$ cat src/rtl/sot_pkg.sv
`timescale 1ns / 1ps
// ----------------------------------------------------------------------------
// sot_pkg: shared types and constants of the sample outbox table
// Table geometry, operation codes, header word, sequencer states and the
// control/status bundles between the sequencer and the datapath.
// ----------------------------------------------------------------------------
package sot_pkg;

	localparam int CAPACITY   = 32;
	localparam int MAX_VALUES = 8;
	localparam int CAP_W      = $clog2(CAPACITY);
	localparam int VAL_W      = $clog2(MAX_VALUES);
	localparam int VADDR_W    = CAP_W + VAL_W;
	localparam int NVAL_W     = 4;
	localparam int CNT_W      = 6;
	localparam int SLOT_W     = 5;
	localparam int VWORD_W    = 40;

	typedef enum logic [2:0] {
		OP_PUSH   = 3'd0,
		OP_PUT    = 3'd1,
		OP_REMOVE = 3'd2,
		OP_FIND   = 3'd3,
		OP_DROP   = 3'd4,
		OP_READ   = 3'd5
	} op_e_t;

	typedef struct packed {
		logic [7:0]        origin;
		logic [15:0]       seq;
		logic [31:0]       capture;
		logic [31:0]       timestamp;
		logic              fixed;
		logic [NVAL_W-1:0] nval;
	} hdr_t;

	localparam int HDR_W = $bits(hdr_t);

	typedef enum logic [3:0] {
		ST_IDLE,
		ST_SCAN,
		ST_DRAIN,
		ST_COMMIT,
		ST_CLEAR,
		ST_HDR,
		ST_CHECK,
		ST_VAL,
		ST_DONE
	} state_t;

	typedef struct packed {
		logic accept;
		logic scan_issue;
		logic commit;
		logic clear_wr;
		logic hdr_issue;
		logic check;
		logic val_cap;
		logic done_load;
	} ctrl_t;

	typedef struct packed {
		logic  in_valid;
		op_e_t op_in;
		op_e_t op_q;
		logic  scan_last;
		logic  clr_last;
		logic  out_free;
	} stat_t;

	typedef struct packed {
		logic             have;
		logic [CAP_W-1:0] best_idx;
		hdr_t             best_hdr;
		logic             have_free;
		logic [CAP_W-1:0] free_idx;
	} cmp_res_t;

endpackage

$ cat src/rtl/sot_cmp.sv
`timescale 1ns / 1ps
// ----------------------------------------------------------------------------
// sot_cmp: shared compare unit of the table scan
// One capture-time comparator and key match, applied to one entry per cycle;
// keeps the running best entry and the first free slot.
// ----------------------------------------------------------------------------
module sot_cmp (
	input  logic                  clk,
	input  logic                  arst_n,
	input  logic                  start,
	input  logic                  eval,
	input  sot_pkg::op_e_t        op,
	input  logic [7:0]            key_origin,
	input  logic [15:0]           key_seq,
	input  logic [sot_pkg::CAP_W-1:0] idx,
	input  logic                  used,
	input  sot_pkg::hdr_t         hdr,
	output sot_pkg::cmp_res_t     res
);

	import sot_pkg::*;

	logic             have_q;
	logic             have_free_q;
	logic [CAP_W-1:0] best_idx_q;
	logic [CAP_W-1:0] free_idx_q;
	hdr_t             best_hdr_q;

	logic less;
	logic org_eq;
	logic seq_eq;
	logic cand;
	logic take;
	logic take_free;

	// the one comparator; ties keep the earlier (lower) slot
	assign less   = hdr.capture < best_hdr_q.capture;
	assign org_eq = hdr.origin == key_origin;
	assign seq_eq = hdr.seq == key_seq;

	always_comb begin
		case (op)
			OP_PUSH:   cand = used;
			OP_FIND:   cand = used && ((key_origin == 8'd0) || org_eq);
			OP_REMOVE: cand = used && org_eq && seq_eq;
			default:   cand = 1'b0;
		endcase
	end

	// remove takes the first match, the others the lowest capture time
	assign take      = eval && cand && (!have_q || ((op != OP_REMOVE) && less));
	assign take_free = eval && (op == OP_PUSH) && !used && !have_free_q;

	always_ff @(posedge clk or negedge arst_n) begin
		if (!arst_n) begin
			have_q      <= 1'b0;
			have_free_q <= 1'b0;
		end else if (start) begin
			have_q      <= 1'b0;
			have_free_q <= 1'b0;
		end else begin
			if (take) begin
				have_q <= 1'b1;
			end
			if (take_free) begin
				have_free_q <= 1'b1;
			end
		end
	end

	always_ff @(posedge clk) begin
		if (take) begin
			best_idx_q <= idx;
			best_hdr_q <= hdr;
		end
		if (take_free) begin
			free_idx_q <= idx;
		end
	end

	assign res.have      = have_q;
	assign res.best_idx  = best_idx_q;
	assign res.best_hdr  = best_hdr_q;
	assign res.have_free = have_free_q;
	assign res.free_idx  = free_idx_q;

endmodule

$ cat config.mk
export PLATFORM = sky130hd
export DESIGN_NAME = sot_cmp
export DESIGN_NICKNAME = d
export VERILOG_FILES = /design/src/rtl/sot_pkg.sv /design/src/rtl/sot_cmp.sv
export SDC_FILE = /design/constraint.sdc
export NUM_CORES = 1
export LEC_CHECK = 0
export BUFFER_PORTS_ARGS = -buffer_cell sky130_fd_sc_hd__buf_2
export CELL_PAD_IN_SITES_DETAIL_PLACEMENT = 0
export CELL_PAD_IN_SITES_GLOBAL_PLACEMENT = 1
export CORE_UTILIZATION = 37
export DETAILED_ROUTE_END_ITERATION = 8
export GPL_TIMING_DRIVEN = 0
export PLACE_DENSITY_LB_ADDON = 0.1
export SYNTH_ARGS = -nofsm -noshare
export SYNTH_HDL_FRONTEND = slang
export SYNTH_SLANG_ARGS = --single-unit
$ cat constraint.sdc
create_clock -name clk -period 15.83 [get_ports clk]
set_clock_uncertainty 0.2 [all_clocks]
set_input_delay 2.3745 -clock clk [delete_from_list [all_inputs] [get_ports clk]]
set_output_delay 2.3745 -clock clk [all_outputs]
set_load 0.01 [all_outputs]
==> summary.log <==
qor: worst_setup_path.crit_path_start_kind input pin
qor: clocking.cts-hold-fix-buffers 0
qor: power.p_leak 2.66 nW
qor: timing.setup-violations-final 0
qor: clocking.cts.sink_count 105
qor: finish.design.final.nets 688
qor: timing.timing_worst_slew_pin_value 0.914 ns
qor: global_routing.grt_first_pass_wirelength 14.8 mm
qor: min_path.kind_of_path_behind_the_tightest_hold_check reg -> reg
qor: worst_setup_path.endpoint_arrival_time_on_the_critical_path 5.31 ns
qor: logic_synthesis.yosysWarningCount 0
qor: floorplanning.rows 39
qor: floorplanning.floorplan.die_area 12,100 sq um
qor: global_routing.antenna_found_initial 1
qor: floorplanning.initial_utilization 0.379
qor: place.place_congestion 0.760
qor: clocking.path_clk_slew 0.07 ns
qor: worst_setup_path.depth_of_the_most_critical_reg_to_reg_path 9
qor: logic_synthesis.synth_cell_type_count 31
qor: timing.fin_setup_tns 0 ns
qor: timing.fin_crit_share 0.345
qor: clocking.cts_buffers 9
qor: timing.hold_viol_final 0
qor: min_path.count_of_cells_along_the_worst_hold_path 2
qor: global_routing.grt_start_max_net_pins 17
qor: timing.finalMaxSlewViolations 0
qor: timing.layout_setup_ws 10.38 ns
qor: place.place.port_buffers 234
qor: timing.timing.fmax 183 MHz
qor: route.drt_drc_violations_left 0
qor: worst_setup_path.cp_data_required_time 15.68 ns
qor: place.detailedPlacementHpwl 8.38 mm
qor: place.pre_cts_slack 9.97 ns
qor: logic_synthesis.synthesis.nets 435
qor: clocking.clock_path_buffers 2
qor: timing.rsz_0062_raised_after_global_routing no
qor: route.wirelength 10.4 mm
qor: clocking.postCtsSetupBuffers 0
qor: route.drt-initial-drc-count 112
qor: clocking.cts_htree_levels 3
qor: worst_setup_path.classification_of_the_worst_setup_path in -> reg
qor: timing.max_slew_margin 0.386
qor: logic_synthesis.postSynthRegisterBits 105
qor: route.drt-wirelength-per-cell 15.4 microns
qor: logic_synthesis.synth-async-reset-ratio 0.0190
qor: finish.layout.cells.non_filler 675
qor: route.detailedRoute.firstPassIterationCount 5
qor: clocking.clk_latency 0.34 ns
qor: outcome.run_status complete, no violations
qor: route.drtAntennaViolNets 0
qor: clocking.clock_tree.root_cell clkbuf_16
qor: logic_synthesis.post_synth_instance_area 4310 sq um
qor: flow_run.cap_viol_max_count 0
qor: floorplanning.coreArea 11,400 sq um
qor: power.vdd.ir_drop.worst 0.0000733 V
qor: route.post_drt_via_cell_ratio 4.54
qor: power.post-layout-total-power 0.579 mW
qor: worst_setup_path.critical_path.max_fanout 16
qor: logic_synthesis.synthCells 274
qor: timing.timing.final.crit_period 5.45 ns
qor: place.placed_cells 659
qor: logic_synthesis.synth_sequential_area_ratio 0.729
qor: clocking.cts_resized 0
qor: floorplanning.ios 235
qor: worst_setup_path.cp-end-kind flip-flop
qor: finish.layout-drive-gt1-share 0.488
qor: logic_synthesis.synthesis.area_per_instance 15.7 sq um
qor: finish.fillCellCount 1,012
qor: power.powerDensity 95.6 nW/um^2
qor: timing.worst_hold_margin 0.335 ns
qor: global_routing.grt_remaining_overflow 0
qor: floorplanning.die_h 110 microns
qor: floorplanning.die_w 110 microns
qor: clocking.cts_tree built
qor: logic_synthesis.synth-edff-count 103
qor: route.routed-via-count 3,064
qor: finish.area_growth_syn_to_layout 40.3%
qor: global_routing.grt_pass1_vias 2,990
qor: logic_synthesis.synthFlopType edfxtp_1
qor: global_routing.grt_util_all_layers 0.173
## cells in the mapped netlist, types with 2 or more instances
library cell	number	area share
edfxtp_1	103	0.72
inv_1	32	0.028
ha_1	31	0.090
xnor2_1	24	0.049
nand2_1	16	0.014
a21oi_1	13	0.015
nand4_1	8	0.012
nor2_1	8	0.0070
o21ai_0	6	0.0070
nor4_1	5	0.0073
nand3_1	4	0.0046
nand2b_1	3	0.0044
buf_4	2	0.0035
dfrtp_1	2	0.012
## report_power, final
part	switching, mW	total, mW	internal (mW)	leakage [nW]
Sequential	0.00157	0.312	0.311	0.958
Clock	0.0961	0.218	0.122	0.136
Combinational	0.0236	0.0486	0.0250	1.56
## flip-flops by register name, summed over array words and instances, names as in the netlist
register / flops
res: 93
have_free_q: 1
free_idx_q: 5
have_q: 1
best_idx_q: 5
## per-layer routing
layer	track usage	vias to the layer above	part of all wire
li1	-	1528	-
met5	0	-	0
met4	0.0857	0	0.022
met1	0.194	1395	0.39
met2	0.290	125	0.50
met3	0.0641	16	0.085
## placed cells by master, fill, tap and decap left out, drive strengths merged, types with 2 or more instances in the layout
cell      n
nand4     8
edfxtp  103
xnor2    24
nor4      6
o21ai     7
ha       31
buf     244
a21oi    14
clkinv    2
nand3     4
dfrtp     2
nand2b    3
nand2    16
clkbuf   10
nor2      8
inv      33
## area by class of cell
class / count / area [sq um] / share of cell area
sequential: 105 / 3140 / 0.519
timing repair buffer: 242 / 1260 / 0.209
multi-input combinational: 135 / 1040 / 0.173
clock buffer: 10 / 229 / 0.0378
tap: 143 / 179 / 0.0296
inverter: 32 / 120 / 0.0198
clock inverter: 5 / 55.1 / 0.00909
buffer: 2 / 15.0 / 0.00248
antenna: 1 / 2.50 / 0.000413
## worst max-delay path, cell delays in order
cell and delay (ns):
buf_2 0.11, ha_1 0.28, a2111o_1 0.36, a311oi_1 0.51
o22ai_1 0.24, nor4_4 0.73, buf_8 0.25, buf_6 0.21
buf_6 0.21
## path summary, 6_finish.rpt
| path | end | slack, ns | start |
|---|---|---|---|
| max | res[9] | 10.38 | hdr[38] |
| min | have_free_q | 0.34 | have_free_q |
| max reg2reg | res[9] | 12.14 | res[44] |
| min reg2reg | have_free_q | 0.34 | have_free_q |
| max in group asynchronous | have_q | 13.73 | arst_n |
| min in group asynchronous | have_free_q | 1.60 | arst_n |
## metrics by stage
step | utilization | area, sq um
5_1_grt | 0.532 | 6050
6_report | 0.532 | 6050
3_3_place_gp | 0.498 | 5660
3_5_place_dp | 0.507 | 5770
4_1_cts | 0.532 | 6050
2_1_floorplan | - | 4310
## cell families after synthesis
group / synth area share
buf+inv: 0.0313
flops: 0.729
fa+ha+maj: 0.0899
xor+xnor: 0.0487
compound gates: 0.0421
simple gates: 0.0595
Power figures use the tool's default switching activity.
