$ cat src/rtl/sot_ram.sv
`timescale 1ns / 1ps
// ----------------------------------------------------------------------------
// sot_ram: generic single-port-write, single-port-read RAM
// One write and one registered read per cycle.
// ----------------------------------------------------------------------------
module sot_ram #(
	parameter int WIDTH = 8,
	parameter int DEPTH = 32
) (
	input  logic                     clk,
	input  logic                     we,
	input  logic [$clog2(DEPTH)-1:0] waddr,
	input  logic [WIDTH-1:0]         wdata,
	input  logic [$clog2(DEPTH)-1:0] raddr,
	output logic [WIDTH-1:0]         rdata
);

	logic [WIDTH-1:0] mem [DEPTH];

	always_ff @(posedge clk) begin
		if (we) begin
			mem[waddr] <= wdata;
		end
	end

	always_ff @(posedge clk) begin
		rdata <= mem[raddr];
	end

endmodule

$ cat config.mk
export PLATFORM = sky130hd
export DESIGN_NAME = sot_ram
export DESIGN_NICKNAME = d
export VERILOG_FILES = /design/src/rtl/sot_ram.sv
export SDC_FILE = /design/constraint.sdc
export NUM_CORES = 1
export LEC_CHECK = 0
export BUFFER_PORTS_ARGS = -buffer_cell sky130_fd_sc_hd__buf_4
export CAP_MARGIN = 30
export CORE_UTILIZATION = 50
export DETAILED_ROUTE_END_ITERATION = 16
export PLACE_DENSITY_LB_ADDON = 0.25
export SYNTH_ARGS = -nofsm -noshare
export SYNTH_HDL_FRONTEND = slang
export SYNTH_SLANG_ARGS = --single-unit
$ cat constraint.sdc
create_clock -name clk -period 5.3 [get_ports clk]
set_clock_uncertainty 0.05 [all_clocks]
set_input_delay 0.795 -clock clk [delete_from_list [all_inputs] [get_ports clk]]
set_output_delay 0.795 -clock clk [all_outputs]
set_load 0.01 [all_outputs]
==> results of run 1 <==
-- final cells by class --
class / count / area, um2 / share of cell area
clock inverter: 18 / 101 / 0.00897
tap: 265 / 332 / 0.0293
timing repair buffer: 30 / 238 / 0.0210
sequential: 264 / 7850 / 0.694
multi-input combinational: 133 / 2100 / 0.186
clock buffer: 30 / 687 / 0.0608
-- flip-flops by register name, summed over array words and instances, names as in the netlist --
| register | flops |
|---|---|
| mem | 256 |
| rdata | 8 |
-- cell usage in the layout, fill, tap and decap left out --
master / Yosys / final
edfxtp_1: 256 / 256
mux4_2: 80 / 80
nor2_1: 33 / 33
buf_4: 6 / 29
clkbuf_16: 0 / 27
clkinv_1: 0 / 11
mux2_2: 8 / 8
dfxtp_1: 8 / 8
clkinv_2: 0 / 6
nand3b_1: 5 / 5
or3b_2: 3 / 3
clkbuf_1: 6 / 3
nand3_1: 2 / 2
nand2_1: 1 / 1
or3_1: 1 / 1
bufinv_16: 0 / 1
buf_12: 0 / 1
-- synthesized netlist by cell type --
| master | instances |
|---|---|
| nand3b_1 | 5 |
| edfxtp_1 | 256 |
| mux4_2 | 80 |
| nor2_1 | 33 |
| nand3_1 | 2 |
| or3b_2 | 3 |
| mux2_2 | 8 |
| or3_1 | 1 |
| clkbuf_1 | 6 |
| buf_1 | 6 |
| buf_2 | 1 |
| dfxtp_1 | 8 |
| buf_6 | 1 |
| buf_4 | 6 |
| nand2_1 | 1 |
-- power groups by stage --
stage	clock [uW]	combinational (uW)	sequential, uW
floorplan	0	124	2380
CTS	1740	226	2340
global route	1820	238	2340
global placement	0	219	2380
detailed placement	0	225	2380
finish	1720	222	2340
-- final timing paths --
path | from | endpoint | cells past startpoint
hold reg to reg | mem[28][5]$_DFFE_PP_ | rdata[5]$_DFF_P_ | 3
setup / recovery | raddr[0] | rdata[1]$_DFF_P_ | 5
setup reg to reg | mem[18][1]$_DFFE_PP_ | rdata[1]$_DFF_P_ | 3
hold / removal | raddr[3] | rdata[7]$_DFF_P_ | 2
-- routing by layer --
| metal | vias up | global-route usage |
|---|---|---|
| li1 | 1855 | - |
| met1 | 2374 | 0.330 |
| met2 | 193 | 0.313 |
| met3 | 36 | 0.0387 |
| met4 | 0 | 0.0689 |
| met5 | - | 0 |
-- critical path, stage by stage --
cell,delay (ns)
buf_4,0.53
buf_12,0.35
mux4_2,0.55
mux4_2,0.54
mux2_2,0.29
-- cells by family after synthesis --
group | Yosys count | synth area share
buffers and inverters | 20 | 0.0106
flip-flops | 264 | 0.781
multiplexers | 88 | 0.188
AND/OR/NAND/NOR | 45 | 0.0207
-- per-stage QoR --
stage          setup WS [ns]  hold WS (ns)  power (uW)  std cells  cell area (um2)
4_1_cts                 2.50         0.600        4300        738            11300
2_1_floorplan           2.65         0.815        2500        417            10100
3_5_place_dp            1.95         0.841        2600        690            10500
3_3_place_gp            1.98         0.833        2600        690            10500
5_1_grt                 2.42         0.597        4390        740            11300
6_report                2.54         0.616        4270        740            11300
==> results.py, run 1 <==
metrics = {
    "detailed_routing": {
        "met1Wirelength_mm": 9.12,
        "first_pass_iters": 5,
        "drt-total-wl_mm": 20.7,
        "ant_nets": 0,
        "highest_layer": "met4",
        "dr_total_vias": 4458,
        "routedWlPerCell_um": 28.0,
        "first_iter_violations": 484,
        "wl_met2_mm": 9.55,
        "drt-vias-per-instance": 6.02,
        "route.detailed.drc": 0,
        "wl_met3_mm": 1.47,
    },
    "worst_setup_path": {
        "cp_max_fo": 33,
        "endpoint_kind": "register",
        "worstSetupStartpointType": "primary input",
        "arrival_ns": 3.11,
        "r2r_slack_ns": 3.41,
        "worstSetupPathType": "primary input to register",
        "required_ns": 5.65,
    },
    "pwr": {
        "leakagePower_uw": 0.00351,
        "power_switching_uw": 883,
        "switching_share": 0.207,
        "pwr-share-seq": 0.547,
        "pwr-share-comb": 0.052,
        "clock_power_share": 0.401,
        "intPower_uw": 3390,
        "peakVddDrop_mv": 0.351,
        "powerDensity_nw_per_um2": 378,
    },
    "synth": {
        "yosys.area.top_type_share": 0.765,
        "avgSynthCellArea_um2": 24.1,
        "ys_ff_latch": 264,
        "syn_area_um2": 10100,
        "yosys-top-cells-area": "edfxtp_1, mux4_2, dfxtp_1",
        "yosysTopAreaCell": "edfxtp_1",
        "seq_area_frac_synth": 0.781,
        "ys_types": 15,
        "ys_warn_count": 0,
        "syn-num-nets": 437,
        "synthesis.instances": 417,
    },
    "timing": {
        "final.period_utilization": 0.520,
        "worst_slew_pin_slew_ns": 0.945,
        "hold_violations": 0,
        "rsz0062_at_grt": "no",
        "min_period_ns": 2.76,
        "fmax_mhz": 363,
        "slew_viol_final": 0,
        "slew_headroom": 0.367,
        "setup_viol": 0,
        "tns_ns": 0,
    },
    "grt": {
        "grt-ovfl-total": 0,
        "grt_start_max_net_pins": 65,
        "antenna_found_initial": 0,
        "grt_pass1_vias": 4525,
        "groute.usage.overall": 0.214,
        "grt_pass1_wl_mm": 30.5,
    },
    "finish": {
        "num-fill-cells": 1435,
        "drive_above_1_share": 0.326,
        "fin_nets": 475,
        "n_antenna_cell": 0,
        "post-route-util": 0.577,
        "syn_to_final_growth_pct": 12.4,
    },
    "clock_network": {
        "cts_root_buf": "clkbuf_16",
        "holdBufCountCts": 0,
        "cts_resized": 0,
        "max-clock-path-buffers": 3,
        "cts.reportedPaths.clkPinSlew_ns": 0.06,
        "post_cts_buffers": 0,
        "cts_buffers": 26,
        "clk-insertion-delay-late_ns": 0.53,
        "cts_tree": "built",
        "clkSinkCount": 264,
        "h-tree-depth": 1,
    },
    "hold_path": {
        "hold_path.class": "primary input to register",
    },
    "floorplan": {
        "die_w_um": 144,
        "start_util": 0.513,
        "fp.dieArea_um2": 20700,
        "io_pins": 28,
        "fp.coreArea_um2": 19600,
        "row_count": 51,
        "dieHeight_um": 144,
    },
    "placement": {
        "port_buffers": 27,
        "place_congestion": 0.734,
        "dp_hpwl_mm": 12.5,
    },
    "outcome": {
        "outcome": "complete, no violations",
    },
    "run": {
        "cap_violations": 0,
    },
}
(Power assumes the default switching activity.)
==> run 2, diff against run 1 <==
Clock period 5.3 ns to 2.5 ns, I/O delays scaled along.
==> run 2 against run 1 <==
- utilization is 2.1 points higher
- first-iteration DRC count fell by 7.0%
- clock power rose by 130%
==> results.py, run 2 (synthesis gave the netlist of run 1 again) <==
metrics = {
    "finish": {
        "fin_nets": 511,
        "largestRegisters": "mem: 256 flops, rdata: 8 flops",
        "final-seq-area_um2": 7850,
        "post-route-util": 0.598,
        "num-fill-cells": 1366,
        "drive_above_1_share": 0.384,
        "top_register": "mem",
        "layout_common_cells": "edfxtp_1, mux4_2, buf_4",
        "largest_register_ff_count": 256,
        "syn_to_final_growth_pct": 16.5,
        "final_area_um2": 11700,
        "final_common_cell": "edfxtp_1",
        "multiInputGateArea_um2": 2100,
        "n_antenna_cell": 0,
    },
    "clock_network": {
        "cts_tree": "built",
        "holdBufCountCts": 0,
        "cts_buffers": 26,
        "cts_resized": 0,
        "clkSinkCount": 264,
        "max-clock-path-buffers": 3,
        "cts.reportedPaths.clkPinSlew_ns": 0.06,
        "clk-insertion-delay-late_ns": 0.52,
        "post_cts_buffers": 0,
        "cts_root_buf": "clkbuf_16",
        "h-tree-depth": 1,
    },
    "worst_setup_path": {
        "crit_start": "mem[5][0]$_DFFE_PP_",
        "worst-path-stages": 3,
        "ff2ff_path_depth": 3,
        "crit_chain": "mux4_2 -> mux4_2 -> mux2_2",
        "worstSetupPathType": "register to register",
        "crit_slowest_cell": "mux4_2",
        "r2r_end": "rdata[0]$_DFF_P_",
        "crit_buf_inv": 0,
        "cp_max_fo": 1,
        "worstSetupStartpointType": "register",
        "crit_top_cell": "mux4_2",
        "r2r_slack_ns": 0.62,
        "endpoint_kind": "register",
        "required_ns": 2.86,
        "arrival_ns": 2.24,
        "r2r_start": "mem[5][0]$_DFFE_PP_",
        "crit_path_end": "rdata[0]$_DFF_P_",
        "critPathTopFamily": "multiplexers",
        "crit_path_max_incr_delay_ns": 0.54,
    },
    "pwr": {
        "leakagePower_uw": 0.00376,
        "powerDensity_nw_per_um2": 796,
        "peakVddDrop_mv": 0.477,
    },
    "detailed_routing": {
        "dr_total_vias": 4554,
        "drt-vias-per-instance": 5.87,
        "routedWlPerCell_um": 26.2,
        "route.detailed.drc": 0,
        "drt-total-wl_mm": 20.3,
        "first_pass_iters": 5,
        "ant_nets": 0,
        "first_iter_violations": 450,
    },
    "timing": {
        "worst_slew_pin_slew_ns": 0.489,
        "slew_viol_final": 0,
        "tns_ns": 0,
        "min_period_ns": 1.88,
        "setup_viol": 0,
        "fmax_mhz": 531,
        "hold_violations": 0,
        "slew_headroom": 0.673,
        "final.period_utilization": 0.753,
        "rsz0062_at_grt": "no",
    },
    "run": {
        "cap_violations": 0,
    },
    "floorplan": {
        "fp.dieArea_um2": 20700,
        "start_util": 0.513,
        "die_w_um": 144,
        "fp.coreArea_um2": 19600,
        "dieHeight_um": 144,
        "io_pins": 28,
        "row_count": 51,
    },
    "grt": {
        "grt_pass1_wl_mm": 29.9,
        "grt-ovfl-total": 0,
        "antenna_found_initial": 0,
        "grt_pass1_vias": 4610,
        "groute.usage.overall": 0.209,
        "grt_start_max_net_pins": 33,
    },
    "outcome": {
        "outcome": "complete, no violations",
    },
    "placement": {
        "place_congestion": 0.743,
        "port_buffers": 27,
        "dp_hpwl_mm": 12.9,
        "placed_cell_area_um2": 10800,
    },
    "hold_path": {
        "hold_path.class": "primary input to register",
    },
}
[run 2: changes by cell type in the layout (fill, tap and decap cells not counted)]
cell       change
buf_12         +5
buf_4         +31
bufinv_16      +2
clkbuf_1       +3
clkbuf_8       +2
clkinv_1       -8
clkinv_2       +1
[run 2: area by class of cell]
type	instances	area share
multi-input cells	133	0.179
clock inverters	13	0.0116
flip-flops and latches	264	0.670
well taps	265	0.0283
clock buffers	35	0.0620
repair buffers	66	0.0487
[run 2: how the worst min path moves through the flow]
stage,slack [ns],to,start,cells past startpoint
6_report,0.18,rdata[3]$_DFF_P_,raddr[3],2
5_1_grt,0.18,rdata[6]$_DFF_P_,raddr[3],2
4_1_cts,0.17,rdata[3]$_DFF_P_,raddr[3],2
3_5_place_dp,0.71,rdata[3]$_DFF_P_,raddr[3],2
3_3_place_gp,0.71,rdata[0]$_DFF_P_,raddr[3],2
2_1_floorplan,0.42,mem[0][0]$_DFFE_PP_,wdata[0],0
[run 2: metrics by stage]
step,cells,total power [uW],hold slack [ns],setup WS (ns)
2_1_floorplan,417,5300,0.424,0.273
3_3_place_gp,728,5530,0.715,0.165
3_5_place_dp,728,5550,0.706,0.147
4_1_cts,776,9400,0.166,0.603
5_1_grt,776,9600,0.179,0.588
6_report,776,9320,0.180,0.617
[run 2: where the power goes]
part	leakage [uW]	internal, uW	switching, uW
Clock	0.000429	2340	1540
Combinational	0.000958	234	267
Sequential	0.00237	4920	25.4
[run 2: worst reg2reg max path: stages (launching register included)]
cell and delay (ns):
edfxtp_1 0.36, mux4_2 0.54, mux4_2 0.54, mux2_2 0.29
[run 2: metal layers]
metal | global-route usage | share of wire
met3 | 0.0363 | 0.060
met1 | 0.318 | 0.46
met4 | 0.0487 | 0.014
met2 | 0.320 | 0.47
met5 | 0 | 0
