<file path="src/rtl/sot_pkg.sv">
`timescale 1ns / 1ps
// ----------------------------------------------------------------------------
// sot_pkg: shared types and constants of the sample outbox table
// Table geometry, operation codes, header word, sequencer states and the
// control/status bundles between the sequencer and the datapath.
// ----------------------------------------------------------------------------
package sot_pkg;

	localparam int CAPACITY   = 32;
	localparam int MAX_VALUES = 8;
	localparam int CAP_W      = $clog2(CAPACITY);
	localparam int VAL_W      = $clog2(MAX_VALUES);
	localparam int VADDR_W    = CAP_W + VAL_W;
	localparam int NVAL_W     = 4;
	localparam int CNT_W      = 6;
	localparam int SLOT_W     = 5;
	localparam int VWORD_W    = 40;

	typedef enum logic [2:0] {
		OP_PUSH   = 3'd0,
		OP_PUT    = 3'd1,
		OP_REMOVE = 3'd2,
		OP_FIND   = 3'd3,
		OP_DROP   = 3'd4,
		OP_READ   = 3'd5
	} op_e_t;

	typedef struct packed {
		logic [7:0]        origin;
		logic [15:0]       seq;
		logic [31:0]       capture;
		logic [31:0]       timestamp;
		logic              fixed;
		logic [NVAL_W-1:0] nval;
	} hdr_t;

	localparam int HDR_W = $bits(hdr_t);

	typedef enum logic [3:0] {
		ST_IDLE,
		ST_SCAN,
		ST_DRAIN,
		ST_COMMIT,
		ST_CLEAR,
		ST_HDR,
		ST_CHECK,
		ST_VAL,
		ST_DONE
	} state_t;

	typedef struct packed {
		logic accept;
		logic scan_issue;
		logic commit;
		logic clear_wr;
		logic hdr_issue;
		logic check;
		logic val_cap;
		logic done_load;
	} ctrl_t;

	typedef struct packed {
		logic  in_valid;
		op_e_t op_in;
		op_e_t op_q;
		logic  scan_last;
		logic  clr_last;
		logic  out_free;
	} stat_t;

	typedef struct packed {
		logic             have;
		logic [CAP_W-1:0] best_idx;
		hdr_t             best_hdr;
		logic             have_free;
		logic [CAP_W-1:0] free_idx;
	} cmp_res_t;

endpackage

</file>
<file path="src/rtl/sot_fsm.sv">
`timescale 1ns / 1ps
// ----------------------------------------------------------------------------
// sot_fsm: operation sequencer
// Steps one operation through scan, commit, value clear, header check and
// value read, then hands the result to the output register.
// ----------------------------------------------------------------------------
module sot_fsm (
	input  logic           clk,
	input  logic           arst_n,
	input  sot_pkg::stat_t stat,
	output sot_pkg::ctrl_t ctrl,
	output logic           idle
);

	import sot_pkg::*;

	state_t state_q;
	state_t state_d;

	always_ff @(posedge clk or negedge arst_n) begin
		if (!arst_n) begin
			state_q <= ST_IDLE;
		end else begin
			state_q <= state_d;
		end
	end

	always_comb begin
		state_d = state_q;
		case (state_q)
			ST_IDLE: begin
				if (stat.in_valid) begin
					case (stat.op_in)
						OP_PUSH, OP_REMOVE, OP_FIND: state_d = ST_SCAN;
						OP_PUT, OP_DROP, OP_READ:    state_d = ST_HDR;
						default:                     state_d = ST_DONE;
					endcase
				end
			end
			ST_SCAN: begin
				if (stat.scan_last) begin
					state_d = ST_DRAIN;
				end
			end
			ST_DRAIN:  state_d = ST_COMMIT;
			ST_COMMIT: state_d = (stat.op_q == OP_PUSH) ? ST_CLEAR : ST_DONE;
			ST_CLEAR: begin
				if (stat.clr_last) begin
					state_d = ST_DONE;
				end
			end
			ST_HDR:   state_d = ST_CHECK;
			ST_CHECK: state_d = (stat.op_q == OP_READ) ? ST_VAL : ST_DONE;
			ST_VAL:   state_d = ST_DONE;
			ST_DONE: begin
				if (stat.out_free) begin
					state_d = ST_IDLE;
				end
			end
			default:  state_d = ST_IDLE;
		endcase
	end

	always_comb begin
		ctrl = '0;
		case (state_q)
			ST_IDLE:   ctrl.accept     = stat.in_valid;
			ST_SCAN:   ctrl.scan_issue = 1'b1;
			ST_COMMIT: ctrl.commit     = 1'b1;
			ST_CLEAR:  ctrl.clear_wr   = 1'b1;
			ST_HDR:    ctrl.hdr_issue  = 1'b1;
			ST_CHECK:  ctrl.check      = 1'b1;
			ST_VAL:    ctrl.val_cap    = 1'b1;
			ST_DONE:   ctrl.done_load  = stat.out_free;
			default:   ctrl = '0;
		endcase
	end

	assign idle = state_q == ST_IDLE;

endmodule

</file>
<file path="config.mk">
export PLATFORM = sky130hd
export DESIGN_NAME = sot_fsm
export DESIGN_NICKNAME = d
export VERILOG_FILES = /design/src/rtl/sot_pkg.sv /design/src/rtl/sot_fsm.sv
export SDC_FILE = /design/constraint.sdc
export NUM_CORES = 1
export LEC_CHECK = 0
export ABC_AREA = 1
export BUFFER_PORTS_ARGS = -buffer_cell sky130_fd_sc_hd__buf_2
export CORE_AREA = 2 2 39 41
export DETAILED_ROUTE_END_ITERATION = 8
export DIE_AREA = 0 0 41 43
export PLACE_DENSITY_LB_ADDON = 0.08
export SLEW_MARGIN = 20
export SYNTH_ARGS = -nofsm -noshare
export SYNTH_HDL_FRONTEND = slang
export SYNTH_SLANG_ARGS = --single-unit
</file>
<file path="constraint.sdc">
create_clock -name clk -period 1.4 [get_ports clk]
set_input_delay 0.14 -clock clk [delete_from_list [all_inputs] [get_ports clk]]
set_output_delay 0.14 -clock clk [all_outputs]
set_load 0.01 [all_outputs]
</file>
==> report_table.html <==
<table>
<tr><th>Metric</th><th>Value</th></tr>
<tr><th colspan="2">Floorplan</th></tr>
<tr><td>Area of the die</td><td>1760 um^2</td></tr>
<tr><td># rows</td><td>14</td></tr>
<tr><td># IOs</td><td>21</td></tr>
<tr><td>Overall die width</td><td>41 um</td></tr>
<tr><td>Initial core utilization</td><td>31.6%</td></tr>
<tr><td>Area of the core</td><td>1380 um^2</td></tr>
<tr><td>Overall die height</td><td>43 um</td></tr>
<tr><th colspan="2">Clocking</th></tr>
<tr><td>CTS Root Cell</td><td>clkbuf_4</td></tr>
<tr><td>TritonCTS sink count</td><td>4</td></tr>
<tr><td>CTS H-tree lvls</td><td>1</td></tr>
<tr><td>Clk Latency, worst-skew pair</td><td>0.24 ns</td></tr>
<tr><td>Register clock-pin slew on the reported worst setup and hold paths</td><td>0.04 ns</td></tr>
<tr><td>Max Root-Sink Buffers</td><td>2</td></tr>
<tr><td>TritonCTS clock tree</td><td>yes</td></tr>
<tr><td>TritonCTS Buffers</td><td>3</td></tr>
<tr><th colspan="2">Global routing</th></tr>
<tr><td>Via count of the first global-routing pass</td><td>498</td></tr>
<tr><td>Sum of overflow across all layers after global routing</td><td>0</td></tr>
<tr><td>Wire length of the first global-routing pass</td><td>1980 um</td></tr>
<tr><td>Largest net degree at the start of global routing</td><td>7</td></tr>
<tr><td>Total Routing Usage GR</td><td>17.2%</td></tr>
<tr><td>Number of antenna violations at the first check in global routing</td><td>0</td></tr>
<tr><th colspan="2">Routing</th></tr>
<tr><td>Post-route antenna net violation count</td><td>0</td></tr>
<tr><td>Routed Wire Length</td><td>1210 um</td></tr>
<tr><td>Highest metal layer with signal wires</td><td>met4</td></tr>
<tr><td>Initial DRT Pass Iterations</td><td>4</td></tr>
<tr><td>Total number of vias</td><td>550</td></tr>
<tr><td>Routed wire length on met2</td><td>599 um</td></tr>
<tr><td>Routed length on met1</td><td>557 um</td></tr>
<tr><td>Total length of routed met3 wires</td><td>44 um</td></tr>
<tr><td>Number of remaining DRC errors</td><td>0</td></tr>
<tr><td>Drt via density</td><td>4.55</td></tr>
<tr><td>Detailed router's first-iteration violation count</td><td>13</td></tr>
<tr><td>Routed len/inst</td><td>10.0 um</td></tr>
<tr><th colspan="2">STA</th></tr>
<tr><td>F_max</td><td>0.749 GHz</td></tr>
<tr><td>Count of pins over their slew limit</td><td>0</td></tr>
<tr><td>Worst-case setup margin in the final layout</td><td>0.0640 ns</td></tr>
<tr><td>Final setup fails</td><td>0</td></tr>
<tr><td>Clock Skews</td><td>0.000858 ns</td></tr>
<tr><td>Transition time at the pin with the least slew margin</td><td>0.209 ns</td></tr>
<tr><td>Final setup TNS</td><td>0 ns</td></tr>
<tr><td>Final number of hold-violating endpoints</td><td>0</td></tr>
<tr><td>Final worst-path cycle share</td><td>95.4%</td></tr>
<tr><td>Relative slew margins</td><td>86.0%</td></tr>
<tr><td>Time the worst path needs with I/O delays and setup</td><td>1.34 ns</td></tr>
<tr><th colspan="2">Layout</th></tr>
<tr><td>Area overhead of the layout relative to synthesis</td><td>55.6%</td></tr>
<tr><td>Post-layout instance area</td><td>679 um^2</td></tr>
<tr><td>Net total in the final layout</td><td>119</td></tr>
<tr><td>Top reg by flops</td><td>state_q</td></tr>
<tr><td>Number of flip-flops under the largest register name</td><td>4</td></tr>
<tr><td>Fill cell total of the finished layout</td><td>155</td></tr>
<tr><td>Largest registers ranked by flip-flop count</td><td>state_q x4</td></tr>
<tr><td>End-of-flow core utilization</td><td>49.1%</td></tr>
<tr><td>Antenna diode count</td><td>0</td></tr>
<tr><td>Fraction of layout cells with a size suffix above 1</td><td>47.6%</td></tr>
<tr><th colspan="2">Placed design</th></tr>
<tr><td>Number of port buffers</td><td>20</td></tr>
<tr><td>Worst slack, placed</td><td>0.0673 ns</td></tr>
<tr><td>HPWL reported at the end of detailed placement</td><td>971 um</td></tr>
<tr><td>Post-place instance area</td><td>557 um^2</td></tr>
<tr><td>Routability cong.</td><td>0.756</td></tr>
<tr><th colspan="2">Setup path</th></tr>
<tr><td>Critical register-to-register path startpoint</td><td>state_q[1]$_DFFE_PN0P_</td></tr>
<tr><td>Start-to-end type of the worst setup path</td><td>reg2out</td></tr>
<tr><td>Sort of element at the end of the critical path</td><td>primary output</td></tr>
<tr><td>End of the worst register-to-register path</td><td>state_q[0]$_DFFE_PN0P_</td></tr>
<tr><td>Worst EP required</td><td>1.26 ns</td></tr>
<tr><td>Maximum fanout along the worst path</td><td>3</td></tr>
<tr><td>Worst setup slack for register-to-register paths</td><td>0.08 ns</td></tr>
<tr><td>Logic depth of the worst register-to-register path</td><td>8</td></tr>
<tr><td>Critical path launch point type</td><td>flop</td></tr>
<tr><td>Worst Path Arrival</td><td>1.20 ns</td></tr>
<tr><th colspan="2">Run status</th></tr>
<tr><td>Run status</td><td>finished clean</td></tr>
<tr><th colspan="2">Synthesis</th></tr>
<tr><td>Mean cell area of the mapped netlist</td><td>5.75 um^2</td></tr>
<tr><td>Warnings from Yosys</td><td>0</td></tr>
<tr><td>Sequential fraction of the synthesis area</td><td>22.9%</td></tr>
<tr><td>Net count after synthesis</td><td>88</td></tr>
<tr><td>Area fraction of the dominant cell type after synthesis</td><td>22.9%</td></tr>
<tr><td>Number of library cell types mapped by synthesis</td><td>17</td></tr>
<tr><td>Cell taking the most area after synthesis</td><td>dfrtp_1</td></tr>
<tr><td>Number of register bits inferred by synthesis</td><td>4</td></tr>
<tr><td>Cell types with the largest area share after synthesis</td><td>dfrtp_1, nand2_1, nor2_1</td></tr>
<tr><td>Number of cells produced by synthesis</td><td>76</td></tr>
<tr><td>Mapped cell area</td><td>437 um^2</td></tr>
<tr><th colspan="2">Pwr</th></tr>
<tr><td>VDD IR max</td><td>691 uV</td></tr>
<tr><td>Static leakage power</td><td>0.392 nW</td></tr>
<tr><td>Total chip power</td><td>1.19 mW</td></tr>
<tr><td>Power per standard cell area</td><td>1760 nW/um^2</td></tr>
<tr><th colspan="2">Min path</th></tr>
<tr><td>HP Class</td><td>in2reg</td></tr>
<tr><td>Hold Path Stages</td><td>3</td></tr>
<tr><td>Min-Delay Endpoint</td><td>state_q[2]$_DFFE_PN0P_</td></tr>
<tr><td>Worst hold start</td><td>stat[1]</td></tr>
<tr><th colspan="2">Flow run</th></tr>
<tr><td>Count of max-cap constraint violations</td><td>0</td></tr>
</table>
[layout by cell type, fill, tap and decap left out, types with 2 or more instances in the layout]
cell      instances
clkinv_1          2
nand2_2           4
buf_2            20
inv_1            10
nor2_1           13
inv_2             2
clkbuf_4          3
buf_4             3
nor2_4            4
nand2_1          23
nand3_1           3
dfrtp_2           4
nor2_2            3
[layer usage]
layer / vias up / track usage (%)
met5: - / 0
met4: 0 / 12.0
met3: 2 / 3.14
met2: 16 / 26.6
met1: 241 / 20.1
li1: 291 / -
[cells by family (layout without fill, tap and decap cells)]
| family | count (synthesis) | count (layout) | share of synthesized area (%) |
|---|---|---|---|
| DFF | 4 | 4 | 22.9 |
| buffers and inverters | 14 | 43 | 12.0 |
| AOI/OAI and AO/OA | 1 | 1 | 1.72 |
| and+or+nand+nor | 57 | 57 | 63.3 |
[repair_timing]
item | CTS | global route
setup buffers | 2 | 3
endpoints found under the hold margin | 4 | 0
pin swaps | 1 | 4
hold buffers | 1 | 0
resized for setup | 2 | 10
endpoints found under the setup margin | 4 | 9
[metrics by stage]
stage               cells  hold WS [ns]
floorplan              76        -0.156
CTS                   118         0.176
detailed placement    112       -0.0450
finish                121         0.185
global route          121         0.182
global placement      112       -0.0482
[critical path, cell delays in order, from the launching register on]
cell,delay [ns]
dfrtp_2,0.44
nor2_4,0.12
buf_6,0.12
nand2_4,0.05
nor2_1,0.09
buf_2,0.13
[cell usage after synthesis (all sizes together)]
| master | instances |
|---|---|
| clkinv | 2 |
| dfrtp | 4 |
| inv | 12 |
| nand2 | 28 |
| nand3 | 4 |
| nand3b | 2 |
| nand4 | 1 |
| nor2 | 20 |
| nor3 | 1 |
| nor4 | 1 |
| o21bai | 1 |
[where the power goes]
group	switching (mW)	internal, mW	total (mW)
Sequential	0.0680	0.165	0.233
Combinational	0.462	0.348	0.810
Clock	0.0550	0.0964	0.151
[area by class of cell]
class	instances	area [um^2]	area share, %
Clock buffer	3	22.5	3.31
Tap cell	16	20.0	2.95
Inverter	14	52.6	7.73
Multi-Input combinational cell	58	315	46.4
Sequential cell	4	105	15.5
Timing Repair Buffer	26	164	24.1
[worst max path at each step]
stage | end | from | slack [ns]
2_1_floorplan | ctrl[0] | state_q[1]$_DFFE_PN0P_ | 0.19
3_3_place_gp | ctrl[0] | state_q[1]$_DFFE_PN0P_ | 0.07
3_5_place_dp | ctrl[0] | state_q[1]$_DFFE_PN0P_ | 0.07
4_1_cts | ctrl[0] | state_q[1]$_DFFE_PN0P_ | 0.006
5_1_grt | ctrl[0] | state_q[1]$_DFFE_PN0P_ | -0.04
6_report | ctrl[7] | state_q[1]$_DFFE_PN0P_ | 0.06
(Power assumes the default switching activity.)
